`config.mk`:
```
export PLATFORM = sky130hd
export DESIGN_NAME = vlmr_front
export DESIGN_NICKNAME = d
export VERILOG_FILES = /design/src/sv/vlmr_pkg.sv /design/src/sv/vlmr_front.sv
export SDC_FILE = /design/constraint.sdc
export NUM_CORES = 1
export LEC_CHECK = 0
export ABC_AREA = 0
export BUFFER_PORTS_ARGS = -buffer_cell sky130_fd_sc_hd__buf_4
export CORE_MARGIN = 2
export CORE_UTILIZATION = 40
export DETAILED_ROUTE_END_ITERATION = 12
export GPL_ROUTABILITY_DRIVEN = 0
export PLACE_DENSITY = 0.72
export SETUP_SLACK_MARGIN = 0.4
export SLEW_MARGIN = 20
export SYNTH_ARGS = -nofsm -noshare
export SYNTH_HDL_FRONTEND = slang
export SYNTH_SLANG_ARGS = --single-unit
```
`constraint.sdc`:
```
create_clock -name clk -period 2.6 [get_ports clk]
set_input_delay 0 -clock clk [delete_from_list [all_inputs] [get_ports clk]]
set_output_delay 0 -clock clk [all_outputs]
set_load 0.1 [all_outputs]
```
`src/sv/vlmr_pkg.sv`:
```
// ----------------------------------------------------------------------------
// vlmr_pkg
// Shared types and constants of the variable-length message ring.
// ----------------------------------------------------------------------------
package vlmr_pkg;

    localparam int LEN_W  = 12;
    localparam int DATA_W = 8;
    localparam int ST_W   = 3;

    typedef enum logic [1:0]
    {
        OP_RESERVE = 2'd0,
        OP_WRITE   = 2'd1,
        OP_READ    = 2'd2,
        OP_BAD     = 2'd3
    } op_t;

    localparam logic [ST_W-1:0] ST_OK    = 3'd0;
    localparam logic [ST_W-1:0] ST_FULL  = 3'd1;
    localparam logic [ST_W-1:0] ST_BADLEN = 3'd2;
    localparam logic [ST_W-1:0] ST_EMPTY = 3'd3;
    localparam logic [ST_W-1:0] ST_SEQ   = 3'd4;

    typedef struct packed
    {
        op_t               op;
        logic              zero_len;
        logic [LEN_W-1:0]  len;
        logic [DATA_W-1:0] data;
    } item_t;

endpackage

```
`src/sv/vlmr_front.sv`:
```
// ----------------------------------------------------------------------------
// vlmr_front
// Accepts words, classifies the operation and holds them in a two-entry queue.
// ----------------------------------------------------------------------------
module vlmr_front
    import vlmr_pkg::*;
(
    input  logic              clk,
    input  logic              rst_n,
    input  logic              push,
    output logic              full,
    input  logic [1:0]        operation,
    input  logic [LEN_W-1:0]  msg_length,
    input  logic [DATA_W-1:0] data_in,
    output logic              item_valid,
    output item_t             item,
    input  logic              item_take
);

    item_t      slot_reg [2];
    logic       rd_reg;
    logic       wr_reg;
    logic [1:0] count_reg;
    item_t      incoming;
    logic       do_push;
    logic       do_pop;

    always_comb
    begin
        case (operation)
            OP_RESERVE: incoming.op = OP_RESERVE;
            OP_WRITE:   incoming.op = OP_WRITE;
            OP_READ:    incoming.op = OP_READ;
            default:    incoming.op = OP_BAD;
        endcase
        incoming.zero_len = (msg_length == '0);
        incoming.len      = msg_length;
        incoming.data     = data_in;
    end

    assign full       = (count_reg == 2'd2);
    assign item_valid = (count_reg != 2'd0);
    assign item       = slot_reg[rd_reg];
    assign do_push    = push && !full;
    assign do_pop     = item_take && item_valid;

    always_ff @(posedge clk or negedge rst_n)
    begin
        if (!rst_n)
        begin
            rd_reg    <= 1'b0;
            wr_reg    <= 1'b0;
            count_reg <= 2'd0;
        end
        else
        begin
            if (do_push)
            begin
                slot_reg[wr_reg] <= incoming;
                wr_reg           <= !wr_reg;
            end
            if (do_pop)
                rd_reg <= !rd_reg;
            if (do_push && !do_pop)
                count_reg <= count_reg + 2'd1;
            else if (do_pop && !do_push)
                count_reg <= count_reg - 2'd1;
        end
    end

endmodule

```
==> summary.md <==
| Metric | Value |
|---|---|
| H-tree depth | `2` |
| Fill cell count | `395` |
| Area delta synth->final | `38.6%` |
| Sum Neg Setup Slack | `0 ns` |
| Die X | `74.6 um` |
| Slew Viols, Final | `0` |
| Clk_skew | `0.00374 ns` |
| Worst slew pin tran | `0.333 ns` |
| CTS tree | `yes` |
| Ant. Diodes | `0` |
| Die height | `74.6 um` |
| Detailed Place HPWL | `2300 um` |
| Cell taking the most area after synthesis | `edfxtp_1` |
| Clock Path Buffers | `2` |
| Drt total wl | `3450 um` |
| # nets final | `203` |
| # DRC | `0` |
| Routed wire length per instance | `14.1 um` |
| Clock transition at path regs | `0.08 ns` |
| CTS Root Buffer Type | `clkbuf_8` |
| First-pass DRT Iterations | `6` |
| CTS buffer count | `5` |
| Clock latency on the worst-skew pair | `0.30 ns` |
| Reg2reg path depth | `4` |
| Flops & latches, synth | `50` |
| Crit share post-route | `0.695` |
| Die area | `5560 um^2` |
| R2R Path Start | `count_reg[0]` |
| R2r setup slk | `1.07 ns` |
| Min-delay src | `push` |
| Critical path capture point type | `primary output` |
| Status | `completed` |
| Post-CTS sizing | `0` |
| Mean number of vias per cell | `4.48` |
| DRT antenna net count | `0` |
| Vias | `1,092` |
| Syn Inst Count | `97` |
| Share of cells above drive strength 1 | `0.492` |
| Syn avg cell area | `20.5 um^2` |
| Post-Syn Area | `1990 um^2` |
| Setup violations, final | `0` |
| Synth unique cells | `18` |
| Most frequent cells in the layout | `53 x buf_4, 46 x edfxtp_1, 24 x dlygate4sd3_1` |
| Area contributors post-synth | `edfxtp_1 69%, mux2_4 14%, dfrtp_1 5.0%` |
| Starting DRT DRC Count | `33` |
| Max cap viols | `0` |
| Initial core utilization | `0.419` |
| RSZ-0062 raised after global routing | `no` |
| Sequential fraction of the synthesis area | `0.744` |
| Initial antenna violation count | `0` |
| Synth Net Count | `124` |
| Vias in the first global route | `1,126` |
| Core area | `4750 um^2` |
| Pin count of the biggest net entering global routing | `24` |
| Min cycle time layout | `1.81 ns` |
| Startpoint Class | `flip-flop` |
| Clk sink count | `50` |
| Buffers on Ports | `50` |
| Synth warn | `0` |
| # IOs | `51` |
| Hold Path Cell Cnt | `3` |
| Worst slew margin | `0.778` |
| Max Fclk | `554 MHz` |
| First-pass GRT wire length | `5350 um` |
| Row cnt | `25` |
| Worst EP required | `2.60 ns` |
| HP Class | `in -> reg` |
| Postcts setup bufs | `0` |
| WP data arrival | `1.81 ns` |
| Worst Path Max Fanout | `19` |
| Critical Path Source | `rd_reg` |
| Max reg flops | `46` |
| Grt ovf | `0` |
| Synth top area share | `0.693` |
| Commonest non-fill, non-tap cell in the layout | `buf_4` |
| Total track usage | `0.135` |
| CP Class | `reg -> out` |
| Fin. Hold Viols | `0` |
cell usage after synthesis, drive strengths merged:
| cell type | count |
|---|---|
| nand2b | 1 |
| edfxtp | 46 |
| nor2 | 2 |
| nor4 | 3 |
| xor2 | 3 |
| buf | 3 |
| clkbuf | 2 |
| or2 | 1 |
| dfrtp | 4 |
| xnor2 | 2 |
| mux2 | 23 |
| inv | 1 |
| nand3 | 1 |
| and3 | 2 |
| and2 | 1 |
| ha | 1 |
| nand2 | 1 |
worst max-delay path, cell delays in order (launching register included):
cell,delay (ns)
dfrtp_1,0.51
buf_4,0.39
mux2_2,0.38
buf_4,0.23
path summary, 6_finish.rpt:
check,end
max in group asynchronous,rd_reg
min in group asynchronous,wr_reg
min reg2reg,wr_reg
max,item[19]
max reg2reg,slot_reg[1][12]
min,wr_reg
stage by stage:
step	hold slack, ns	cells	setup slack [ns]	area (um^2)	util
detailed placement	-0.191	212	1.07	2430	0.512
global route	0.00508	244	0.706	2760	0.581
global placement	-0.195	212	1.13	2430	0.512
floorplan	-0.296	97	0.612	1990	-
finish	0.0122	244	0.793	2760	0.581
CTS	0.00110	244	0.766	2760	0.581
kinds of logic after synthesis:
kind of cell  count (synthesis)  synth area share
xor+xnor                      5            0.0220
fa+ha+maj                     1           0.00628
buf+inv                       6            0.0226
flops                        50             0.744
mux                          23             0.166
simple gates                 12            0.0396
per-layer routing:
| layer | up-vias | share of wire | track usage |
|---|---|---|---|
| met1 | 520 | 0.43 | 0.157 |
| met3 | 5 | 0.066 | 0.0542 |
| met4 | 0 | 0.013 | 0.0476 |
| met5 | - | 0 | 0 |
| met2 | 43 | 0.49 | 0.228 |
| li1 | 524 | - | - |
cell type report:
type                            count  area (um^2)  share of cell area
Timing Repair Buffer               77          638               0.231
Sequential cell                    50         1480               0.537
Inverter                            1         3.75             0.00136
Tap cell                           67         83.8              0.0304
Clock inverter                      3         16.3             0.00589
Multi-Input combinational cell     41          468               0.170
Clock buffer                        5         68.8              0.0249
timing repair:
action,in CTS,in global routing
endpoints found under the setup margin,0,0
hold buffers,24,0
hold endpoints to repair,49,0
Power is not shown: default switching activity piles up to over one toggle a cycle in this logic, so the estimate is an artifact.
